**src/design/fdrs_pkg.sv**
```systemverilog
package fdrs_pkg;

  localparam int DEF_TABLE_DEPTH = 16;
  localparam int DEF_TRACK_BITS  = 13;
  localparam int TAG_W           = 16;
  localparam int STATUS_W        = 2;

  localparam logic [STATUS_W-1:0] ST_SELECTED = 2'd0;
  localparam logic [STATUS_W-1:0] ST_INSERTED = 2'd1;
  localparam logic [STATUS_W-1:0] ST_EMPTY    = 2'd2;
  localparam logic [STATUS_W-1:0] ST_FULL     = 2'd3;

  localparam logic FUNC_INSERT = 1'b0;
  localparam logic FUNC_SELECT = 1'b1;

  typedef struct packed {
    logic capture;
    logic do_insert;
    logic do_empty;
    logic scan_start;
    logic scan_step;
    logic do_remove;
    logic load_out;
  } cmd_t;

  typedef struct packed {
    logic is_select;
    logic empty;
    logic scan_last;
    logic out_free;
  } stat_t;

endpackage

```
**src/design/fdrs_ctrl.sv**
```systemverilog
module fdrs_ctrl (
  input  logic            clk,
  input  logic            rst,
  input  logic            in_valid,
  output logic            in_stall,
  input  fdrs_pkg::stat_t stat,
  output fdrs_pkg::cmd_t  cmd
);
  import fdrs_pkg::*;

  localparam logic [2:0] S_IDLE   = 3'd0;
  localparam logic [2:0] S_DECODE = 3'd1;
  localparam logic [2:0] S_SCAN   = 3'd2;
  localparam logic [2:0] S_REMOVE = 3'd3;
  localparam logic [2:0] S_DONE   = 3'd4;

  logic [2:0] state;
  logic [2:0] state_next;

  assign in_stall = (state != S_IDLE);

  always_comb begin
    state_next = state;
    cmd        = '0;
    case (state)
      S_IDLE: begin
        if (in_valid) begin
          cmd.capture = 1'b1;
          state_next  = S_DECODE;
        end
      end
      S_DECODE: begin
        if (!stat.is_select) begin
          cmd.do_insert = 1'b1;
          state_next    = S_DONE;
        end else if (stat.empty) begin
          cmd.do_empty = 1'b1;
          state_next   = S_DONE;
        end else begin
          cmd.scan_start = 1'b1;
          state_next     = S_SCAN;
        end
      end
      S_SCAN: begin
        cmd.scan_step = 1'b1;
        if (stat.scan_last) begin
          state_next = S_REMOVE;
        end
      end
      S_REMOVE: begin
        cmd.do_remove = 1'b1;
        state_next    = S_DONE;
      end
      S_DONE: begin
        if (stat.out_free) begin
          cmd.load_out = 1'b1;
          state_next   = S_IDLE;
        end
      end
      default: begin
        state_next = S_IDLE;
      end
    endcase
  end

  always_ff @(posedge clk) begin
    if (rst) begin
      state <= S_IDLE;
    end else begin
      state <= state_next;
    end
  end

endmodule

```
**src/design/fdrs_dp.sv**
```systemverilog
module fdrs_dp #(
  parameter int TABLE_DEPTH = fdrs_pkg::DEF_TABLE_DEPTH,
  parameter int TRACK_BITS  = fdrs_pkg::DEF_TRACK_BITS
) (
  input  logic                          clk,
  input  logic                          rst,
  input  fdrs_pkg::cmd_t                cmd,
  output fdrs_pkg::stat_t               stat,
  input  logic                          func,
  input  logic                          target_table,
  input  logic [TRACK_BITS-1:0]         req_track,
  input  logic [fdrs_pkg::TAG_W-1:0]    req_tag,
  input  logic [TRACK_BITS-1:0]         head_pos,
  input  logic                          dir_up,
  input  logic                          swap_flag,
  output logic                          out_valid,
  input  logic                          out_stall,
  output logic [fdrs_pkg::STATUS_W-1:0] status,
  output logic [fdrs_pkg::TAG_W-1:0]    out_tag,
  output logic [TRACK_BITS-1:0]         out_track
);
  import fdrs_pkg::*;

  localparam int IW = $clog2(TABLE_DEPTH);
  localparam int CW = $clog2(TABLE_DEPTH + 1);
  localparam int KW = TRACK_BITS + 1;

  logic [TRACK_BITS-1:0] trk [2][TABLE_DEPTH];
  logic [TAG_W-1:0]      tg  [2][TABLE_DEPTH];
  logic [CW-1:0]         cnt [2];

  logic                  sel_func;
  logic                  tsel;
  logic [TRACK_BITS-1:0] i_track;
  logic [TAG_W-1:0]      i_tag;
  logic [TRACK_BITS-1:0] i_head;
  logic                  i_up;

  logic [IW-1:0]         idx;
  logic                  best_valid;
  logic [KW-1:0]         best_key;
  logic [IW-1:0]         best_idx;
  logic [TRACK_BITS-1:0] best_trk;
  logic [TAG_W-1:0]      best_tag;

  logic [STATUS_W-1:0]   res_status;
  logic [TAG_W-1:0]      res_tag;
  logic [TRACK_BITS-1:0] res_track;

  logic [TRACK_BITS-1:0] cur_trk;
  logic [TAG_W-1:0]      cur_tag;
  logic                  ge;
  logic                  same;
  logic [TRACK_BITS-1:0] delta;
  logic [KW-1:0]         cur_key;
  logic                  better;
  logic                  full;

  // nearest in sweep direction first: key = {other side, distance}
  always_comb begin
    cur_trk = trk[tsel][idx];
    cur_tag = tg[tsel][idx];
    ge      = (cur_trk >= i_head);
    same    = i_up ? ge : (cur_trk <= i_head);
    delta   = ge ? (cur_trk - i_head) : (i_head - cur_trk);
    cur_key = {~same, delta};
    better  = !best_valid || (cur_key < best_key);
    full    = (cnt[tsel] == CW'(TABLE_DEPTH));
  end

  assign stat.is_select = (sel_func == FUNC_SELECT);
  assign stat.empty     = (cnt[tsel] == '0);
  assign stat.scan_last = ((CW'(idx) + CW'(1)) == cnt[tsel]);
  assign stat.out_free  = !out_valid || !out_stall;

  always_ff @(posedge clk) begin
    if (cmd.capture) begin
      sel_func <= func;
      tsel     <= (func == FUNC_SELECT) ? swap_flag : target_table;
      i_track  <= req_track;
      i_tag    <= req_tag;
      i_head   <= head_pos;
      i_up     <= dir_up;
    end
  end

  always_ff @(posedge clk) begin
    if (cmd.do_insert && !full) begin
      trk[tsel][cnt[tsel][IW-1:0]] <= i_track;
      tg[tsel][cnt[tsel][IW-1:0]]  <= i_tag;
    end
    if (cmd.do_remove) begin
      for (int i = 0; i < TABLE_DEPTH - 1; i++) begin
        if (IW'(i) >= best_idx) begin
          trk[tsel][i] <= trk[tsel][i+1];
          tg[tsel][i]  <= tg[tsel][i+1];
        end
      end
    end
  end

  always_ff @(posedge clk) begin
    if (rst) begin
      cnt[0] <= '0;
      cnt[1] <= '0;
    end else if (cmd.do_insert && !full) begin
      cnt[tsel] <= cnt[tsel] + CW'(1);
    end else if (cmd.do_remove) begin
      cnt[tsel] <= cnt[tsel] - CW'(1);
    end
  end

  always_ff @(posedge clk) begin
    if (rst) begin
      best_valid <= 1'b0;
    end else if (cmd.scan_start) begin
      best_valid <= 1'b0;
    end else if (cmd.scan_step && better) begin
      best_valid <= 1'b1;
    end
  end

  always_ff @(posedge clk) begin
    if (cmd.scan_start) begin
      idx <= '0;
    end else if (cmd.scan_step) begin
      idx <= idx + IW'(1);
      if (better) begin
        best_key <= cur_key;
        best_idx <= idx;
        best_trk <= cur_trk;
        best_tag <= cur_tag;
      end
    end
  end

  always_ff @(posedge clk) begin
    if (cmd.do_insert) begin
      res_status <= full ? ST_FULL : ST_INSERTED;
      res_tag    <= '0;
      res_track  <= '0;
    end else if (cmd.do_empty) begin
      res_status <= ST_EMPTY;
      res_tag    <= '0;
      res_track  <= '0;
    end else if (cmd.do_remove) begin
      res_status <= ST_SELECTED;
      res_tag    <= best_tag;
      res_track  <= best_trk;
    end
  end

  always_ff @(posedge clk) begin
    if (cmd.load_out) begin
      status    <= res_status;
      out_tag   <= res_tag;
      out_track <= res_track;
    end
  end

  always_ff @(posedge clk) begin
    if (rst) begin
      out_valid <= 1'b0;
    end else if (cmd.load_out) begin
      out_valid <= 1'b1;
    end else if (!out_stall) begin
      out_valid <= 1'b0;
    end
  end

  a_cnt_bound: assert property (@(posedge clk) disable iff (rst)
    (cnt[0] <= CW'(TABLE_DEPTH)) && (cnt[1] <= CW'(TABLE_DEPTH)))
    else $error("table count above depth");

  a_pick_found: assert property (@(posedge clk) disable iff (rst)
    cmd.do_remove |-> best_valid)
    else $error("remove without a picked entry");

  a_no_overwrite: assert property (@(posedge clk) disable iff (rst)
    cmd.load_out |-> (!out_valid || !out_stall))
    else $error("output item overwritten while stalled");

  a_remove_count: assert property (@(posedge clk) disable iff (rst)
    cmd.do_remove |=> (cnt[tsel] == ($past(cnt[tsel]) - CW'(1))))
    else $error("count not decremented on remove");

endmodule

```
**src/design/flook_disk_request_scheduler.sv**
```systemverilog
// FLOOK disk request scheduler, two request tables of TABLE_DEPTH entries each.
// Input channel (in_valid / in_stall): func 0 appends (req_track, req_tag) to
// the table named by target_table; func 1 serves the table named by swap_flag,
// picking the nearest request on the dir_up side of head_pos, else the nearest
// on the other side, oldest first on ties; the pick is removed and returned.
// Output channel (out_valid / out_stall): one item per input item carrying
// status (selected, inserted, empty, full), out_tag and out_track.
// Timing: an insert, or a select on an empty table, goes from capture through
// decode to the done state, which loads the output register. A select on a
// non-empty table adds a scan state, where the single distance compare visits
// one entry per cycle, then a remove state, before the done state.
// The result sits in an output register; a new item is accepted while it
// waits, and a stalled result holds until taken while the next one waits
// finished inside the block with in_stall high.
// Reset empties both tables and drops any pending output item.
module flook_disk_request_scheduler #(
  parameter int TABLE_DEPTH = fdrs_pkg::DEF_TABLE_DEPTH,
  parameter int TRACK_BITS  = fdrs_pkg::DEF_TRACK_BITS
) (
  input  logic                          clk,
  input  logic                          rst,
  input  logic                          in_valid,
  output logic                          in_stall,
  input  logic                          func,
  input  logic                          target_table,
  input  logic [TRACK_BITS-1:0]         req_track,
  input  logic [fdrs_pkg::TAG_W-1:0]    req_tag,
  input  logic [TRACK_BITS-1:0]         head_pos,
  input  logic                          dir_up,
  input  logic                          swap_flag,
  output logic                          out_valid,
  input  logic                          out_stall,
  output logic [fdrs_pkg::STATUS_W-1:0] status,
  output logic [fdrs_pkg::TAG_W-1:0]    out_tag,
  output logic [TRACK_BITS-1:0]         out_track
);
  import fdrs_pkg::*;

  cmd_t  cmd;
  stat_t stat;

  fdrs_ctrl u_ctrl (
    .clk      (clk),
    .rst      (rst),
    .in_valid (in_valid),
    .in_stall (in_stall),
    .stat     (stat),
    .cmd      (cmd)
  );

  fdrs_dp #(
    .TABLE_DEPTH (TABLE_DEPTH),
    .TRACK_BITS  (TRACK_BITS)
  ) u_dp (
    .clk          (clk),
    .rst          (rst),
    .cmd          (cmd),
    .stat         (stat),
    .func         (func),
    .target_table (target_table),
    .req_track    (req_track),
    .req_tag      (req_tag),
    .head_pos     (head_pos),
    .dir_up       (dir_up),
    .swap_flag    (swap_flag),
    .out_valid    (out_valid),
    .out_stall    (out_stall),
    .status       (status),
    .out_tag      (out_tag),
    .out_track    (out_track)
  );

endmodule
```
**config.mk**
```make
export PLATFORM = sky130hd
export DESIGN_NAME = flook_disk_request_scheduler
export DESIGN_NICKNAME = d
export VERILOG_FILES = /design/src/design/fdrs_pkg.sv /design/src/design/fdrs_ctrl.sv /design/src/design/fdrs_dp.sv /design/src/design/flook_disk_request_scheduler.sv
export SDC_FILE = /design/constraint.sdc
export NUM_CORES = 2
export LEC_CHECK = 0
export BUFFER_PORTS_ARGS = -buffer_cell sky130_fd_sc_hd__buf_4
export CORE_ASPECT_RATIO = 1.25
export CORE_UTILIZATION = 50
export DETAILED_ROUTE_END_ITERATION = 12
export GPL_ROUTABILITY_DRIVEN = 0
export PLACE_DENSITY = 0.66
export RECOVER_POWER = 100
export SETUP_SLACK_MARGIN = 0.1
export SLEW_MARGIN = 15
export SYNTH_ARGS = -nofsm -noshare
export SYNTH_HDL_FRONTEND = slang
export SYNTH_SLANG_ARGS = --single-unit
```
**constraint.sdc**
```tcl
create_clock -name clk -period 11.8 [get_ports clk]
set_input_delay 2.36 -clock clk [delete_from_list [all_inputs] [get_ports clk]]
set_output_delay 2.36 -clock clk [all_outputs]
set_load 0.03 [all_outputs]
```
After elaboration in Yosys (flattened, before gate mapping)
Memory sizes are Yosys's and may differ from the RTL's. A register that Yosys moved wholly into a read port is not among the register bits. Index checks and enable logic that the tools add are counted.

Bitwise operators: 440. Shift-type cells: 0. Magnitude comparators: 21. Muxes and demuxes: 534. Divide/modulo/power cells: 0. Equal/unequal tests: 10. Multipliers: 0. Reduce and logical (&&, ||, !) cells: 18. $add $sub $neg: 6.

Operator list (count): two-way mux 1 bit (507); bitwise OR 1 bit (436); two-way mux 256 bit (1); two-way mux 208 bit (1); binary-select mux 16 bit (select 4 bit) (1); demux 16 bit (select 4 bit) (1); binary-select mux 13 bit (select 4 bit) (1); demux 13 bit (select 4 bit) (1); two-way mux 13 bit (4); two-way mux 16 bit (3); >= comparator 4 bit (first input constant) (7); subtractor 13 bit (2); two-way mux 3 bit (6); >= comparator 3 x 4 -> 1 bit (first input constant) (4); one-hot mux 3 bit (5 select lines) (1); < comparator 14 bit (1); >= comparator 13 bit (1); less-or-equal comparator 13 bit (1); >= comparator 5 bit (second input constant) (2); two-way mux 2 bit (5); two-way mux 5 bit (2); NOT 4 -> 5 bit (2); >= comparator 1 x 4 -> 1 bit (first input constant) (2); >= comparator 2 x 4 -> 1 bit (first input constant) (2); other kinds (22) (35).

Memories kept: 3. Output and inout bits: 33. Bits in read-only memories: 0. Latch bits: 0. Bits of input ports: 50. Word-level logic and storage cells: 1052. Bits in registers: 163. Memory bits (writable): 938.

Memory list: u_dp.tg (words 2, bits a word 256, rd ports 1, clocked after memory_dff 1, wr ports 1, RTL line fdrs_dp.sv:29) `logic [TAG_W-1:0] tg [2][TABLE_DEPTH];`; u_dp.trk (words 2, bits a word 208, rd ports 1, clocked after memory_dff 1, wr ports 1, RTL line fdrs_dp.sv:28) `logic [TRACK_BITS-1:0] trk [2][TABLE_DEPTH];`; u_dp.cnt (words 2, bits a word 5, rd ports 1, clocked after memory_dff 1, wr ports 2, RTL line fdrs_dp.sv:30) `logic [CW-1:0] cnt [2];`.

Depth between registers and ports, before layout
Word-level depth: 11. Gate-level depth with buffers: 24. Depth with buffers taken out: 20.

Hierarchy
From an unflattened synthesis, not the netlist that was laid out.

Cells, all modules: 3452. Area, all modules: 49179.7 µm².

By module, submodules not included: fdrs_dp (seq. area each 32641.3 µm², cells each 3423, area an instance 48944.4 µm², instances 1); fdrs_ctrl (seq. area each 60.1 µm², cells each 29, area an instance 235.2 µm², instances 1).

Least setup slack after synthesis
OpenSTA, ideal clock, no wires.

Path type: register to register. From: reg u_dp.idx[0]. To: reg u_dp.best_idx[0] (enable). Period minus slack after synthesis: 8.405 ns. Data arrival time: 7.881 ns. Data required time: 11.276 ns. Slack: 3.395 ns. Cell stages (with the launch flop): 22. Setup time: 0.524 ns. Path buffers: 5. Cells stage by stage: dfxtp_1 clkbuf_1 buf_2 buf_1 mux4_2 a211oi_1 a31oi_1 ha_1 clkbuf_1 nand2_1 o21bai_1 a31oi_1 a21o_1 buf_6 mux2_2 ha_1 a21boi_0 o21a_1 o21a_1 o21ai_0 a21oi_1 o32ai_1.

Elaborated cells between the ends (all ways): 14. Classes of those cells: 2 x add/sub; 3 x order compare; 5 x mux; 2 x bitwise; 2 x reduce/logical.

RTL lines: start: declaration (RTL line fdrs_dp.sv:39) `logic [IW-1:0] idx;`; start signal: assignment (RTL line fdrs_dp.sv:127) `idx <= idx + IW'(1);`; NOT 4 -> 5 bit (implied by the code) (*) (RTL line fdrs_dp.sv:61) `cur_trk = trk[tsel][idx];`; binary-select mux 13 bit (select 4 bit) (*) (RTL line fdrs_dp.sv:61); two-way mux 13 bit (implied by the code) (*) (2 in series) (RTL line fdrs_dp.sv:61); subtractor 13 bit / >= comparator 13 bit (equally long branches) (RTL line fdrs_dp.sv:65, fdrs_dp.sv:63); two-way mux 13 bit (*) (RTL line fdrs_dp.sv:65) `delta = ge ? (cur_trk - i_head) : (i_head - cur_trk);`; named net u_dp.cur_key[1] (RTL line fdrs_dp.sv:55) `logic [KW-1:0] cur_key;`; < comparator 14 bit (*) (RTL line fdrs_dp.sv:67) `better = !best_valid || (cur_key < best_key);`; logical OR 1 bit (*) (RTL line fdrs_dp.sv:67); AND reduction 3 bit (no line) (*); end signal: assignment (RTL line fdrs_dp.sv:130) `best_idx <= idx;`; end: declaration (RTL line fdrs_dp.sv:42) `logic [IW-1:0] best_idx;`.

Mark *: on every way through the listed nets, which the timed path passes. The rest lies on a longest branch. The select of a mux whose other input is x is not followed. A chain may end at the register's enable or synchronous reset.

Worst setup path in the final report
From: reg u_ctrl.state[1]. To: mem u_dp.tg[0][125] (netlist name) (enable).

Longest elaborated chain between the ends: 6. Elaborated cells between the ends (all ways): 10. Classes of those cells: 2 x eq/ne; 6 x mux; 1 x bitwise; 1 x reduce/logical.

Ends and longest elaborated chain: start: declaration (RTL line fdrs_ctrl.sv:17) `logic [2:0] state;`; start signal: assignment (RTL line fdrs_ctrl.sv:70) `state <= state_next;`; == test 3 x 1 -> 1 bit (RTL line fdrs_ctrl.sv:25) `case (state)`; two-way mux 3 bit (RTL line fdrs_ctrl.sv:25); logical AND 1 bit (RTL line fdrs_dp.sv:88) `if (cmd.do_insert && !full) begin`; two-way mux 1 bit (RTL line fdrs_dp.sv:88); two-way mux 256 bit (implied by the code) (RTL line fdrs_dp.sv:90) `tg[tsel][cnt[tsel][IW-1:0]] <= i_tag;`; bitwise OR 1 bit (no line) (*); end: declaration (RTL line fdrs_dp.sv:29).

Every way passes the cells marked *; elsewhere a longest branch is shown, timed or not.

==> flow_summary.json <==
{
  "outcome": "finished, violations left",
  "violations": "max-capacitance violations, max-slew violations",
  "wire_per_inst_um": 25.9,
  "layout.nets": 3604,
  "dpl.hpwl_mm": 71.5,
  "drc": 0,
  "drv_cap": 59,
  "cp_max_fo": 62,
  "worstPathRequired_ps": 12050,
  "cts_root_buf": "clkbuf_16",
  "vdd_drop_max_mv": 0.106,
  "hold_depth": 0,
  "cts_hold_buf": 0,
  "die_h_um": 353,
  "async_reset_ff_frac": 0,
  "route.vias.total": 29100,
  "clk_pin_slew_ps": 60,
  "yosysMostFrequentCell": "edfxtp_1",
  "yosysTopAreaCell": "edfxtp_1",
  "drtIter0Drc": 3187,
  "syn2layout_area_growth_pct": 10.1,
  "worst_clock_skew_ps": 24.6,
  "setup_viol": 0,
  "leakagePower_nw": 19.2,
  "synthTopCellsByArea": "edfxtp_1 65%, mux2i_1 10%, mux4_2 4.4%",
  "numClockSinks": 1102,
  "synthFlopType": "edfxtp_1",
  "synth_area_per_cell_um2": 14.0,
  "hold_viol": 0,
  "grt_max_degree": 135,
  "worst_pin_slew_ps": 4040,
  "core_area_um2": 97500,
  "ios": 83,
  "crit_chain": "nand3b_1, a21oi_4, clkbuf_1, nand2_2, clkbuf_1, a21boi_0, nor2_4, clkbuf_1",
  "synth_cell_types": 65,
  "overflow": 0,
  "drive_above_1_share": 0.105,
  "rsz0062_at_grt": "false",
  "power_density_nw_per_um2": 189,
  "r2r_cells": 8,
  "track_usage": 0.256,
  "cts_tree": "built",
  "h-tree-depth": 3,
  "cpMostUsedCell": "clkbuf_1",
  "wl_mm": 127,
  "vias_per_cell": 5.94,
  "fin_crit_sh": 0.796,
  "ant_nets": 0,
  "placed_cells": 4700,
  "fin_setup_tns_ps": 0,
  "r2r-end": "u_dp.tg[0][125]",
  "synth_top_area_frac": 0.648,
  "grt_pass1_vias": 28300,
  "clk_path_buf_depth": 3,
  "syn_inst": 3512,
  "fillers": 7743,
  "hold_end": "u_dp.status[0]",
  "crit_type": "register to register",
  "clock_latency_ps": 720,
  "cts_inserted_buffers": 107,
  "min_from": "u_dp.res_status[0]",
  "synth_edf_count": 1063,
  "yosysWarnings": 0,
  "yosysSeqAreaShare": 0.664,
  "start_util": 0.505,
  "std_cell_rows": 128,
  "netlist_area_um2": 49200,
  "ys_seq_elements": 1102,
  "critPathArrivalTime_ps": 9650,
  "crit_path_top_delay_cell": "clkbuf_1",
  "worstSetupEndpointType": "register",
  "syn_nets": 3607,
  "port_buffers": 82,
  "rrSetupSlack_ps": 2400,
  "period_minus_slack_ps": 9400,
  "n_antenna_cell": 0,
  "cts_resized": 0,
  "die_w_um": 283,
  "slew_headroom": -1.69,
  "synth_common_cells": "1063 x edfxtp_1, 505 x mux2i_1, 440 x nand2_1",
  "reg2reg_from": "u_ctrl.state[1]",
  "finalMaxSlewViolations": 2018,
  "grt_pass1_wl_mm": 185,
  "antenna_found_initial": 0,
  "dieArea_um2": 99700,
  "first_pass_iters": 5,
  "postCtsSetupRepairBufs": 0,
  "fmax_mhz": 106,
  "critPathMaxStageDelay_ps": 2700,
  "hold_class": "register to register",
  "final_cells": 4903,
  "critPathLaunchType": "register"
}
## critical path: cells and delay by family, from the launching register on
| family | cells | cell delay [ps] |
|---|---|---|
| and+or+nand+nor | 3 | 1240 |
| buffers and inverters | 3 | 6170 |
| DFF | 1 | 460 |
| AOI/OAI and AO/OA | 2 | 1020 |
## area by class of cell
| type | count | area, um^2 | share of cell area |
|---|---|---|---|
| multi-input cells | 2104 | 15100 | 0.279 |
| repair buffers | 144 | 795 | 0.0147 |
| clock buffers | 142 | 2970 | 0.0548 |
| well taps | 1300 | 1630 | 0.0300 |
| flip-flops and latches | 1102 | 32700 | 0.604 |
| clock inverters | 61 | 781 | 0.0144 |
| inverters | 50 | 188 | 0.00346 |
## layer usage
layer,global-route usage,vias to the layer above,wire [um]
met5,0,-,0
met4,0.0787,0,3050
met3,0.0403,177,11100
met2,0.422,1338,62000
met1,0.349,14400,50900
li1,-,13200,-
## kinds of logic (layout without fill, tap and decap cells)
group	Yosys count	after routing	synth area share
adders and majority gates	45	45	0.0119
DFF	1102	1102	0.664
muxes	609	609	0.149
and+or+nand+nor	757	757	0.0636
xor gates and xnor gates	24	24	0.00427
buffers and inverters	306	397	0.0323
AOI/OAI and AO/OA	669	669	0.0750
## placed cells by master (no fill, tap or decap), drive strengths merged, types with 3 or more instances in the layout
master / netlist / routed
and3: 4 / 4
or2: 4 / 4
nor3: 12 / 12
clkbuf: 120 / 272
a211oi: 42 / 42
a21oi: 211 / 211
edfxtp: 1063 / 1063
ha: 42 / 42
nor2b: 39 / 39
nor2: 205 / 205
a21o: 9 / 9
a21boi: 5 / 5
buf: 136 / 14
mux2i: 506 / 506
a31o: 20 / 20
o21ai: 343 / 343
nand2b: 28 / 28
fa: 3 / 3
xor2: 8 / 8
mux4: 97 / 97
mux2: 6 / 6
o21bai: 4 / 4
a32oi: 5 / 5
o21a: 4 / 4
a31oi: 10 / 10
a311oi: 4 / 4
clkinv: 0 / 38
nand3: 11 / 11
inv: 50 / 53
bufinv: 0 / 18
xnor2: 16 / 16
dfxtp: 39 / 39
nand2: 440 / 440
## through the flow
stage | util | area, um^2 | power [mW] | hold WS [ps] | worst slack [ps]
2_1_floorplan | - | 49200 | 6.10 | 400 | 3400
3_3_place_gp | 0.523 | 51000 | 6.64 | 402 | 3980
3_5_place_dp | 0.523 | 51000 | 6.66 | 406 | 3920
4_1_cts | 0.561 | 54700 | 10.3 | 421 | 3890
5_1_grt | 0.556 | 54200 | 10.6 | 431 | 2010
6_report | 0.556 | 54200 | 10.3 | 419 | 2400
## flip-flops by register name (all words and copies together) (netlist names), 14 cells and up, named ones only
name / cells
u_dp.tg: 512
u_dp.trk: 416
u_dp.best_tag: 16
u_dp.i_tag: 16
u_dp.out_tag: 16
u_dp.res_tag: 16
u_dp.best_key: 14
## power by group
part           switching [mW]  total (mW)  internal [mW]
sequential              0.153        4.61           4.46
clock                    1.48        3.65           2.16
combinational            1.18        2.00          0.816
total                    2.82        10.3           7.44
## how the worst max path moves through the flow
stage	from	to	slack, ps
6_report	u_ctrl.state[1]	u_dp.tg[0][125]	2400
4_1_cts	register	u_dp.best_tag[10]	3890
5_1_grt	u_ctrl.state[1]	u_dp.tg[0][125]	2010
2_1_floorplan	u_dp.idx[0]	u_dp.best_idx[0]	3400
3_5_place_dp	register	u_dp.best_tag[4]	3920
3_3_place_gp	register	u_dp.best_tag[9]	3980
Power figures use the tool's default switching activity.
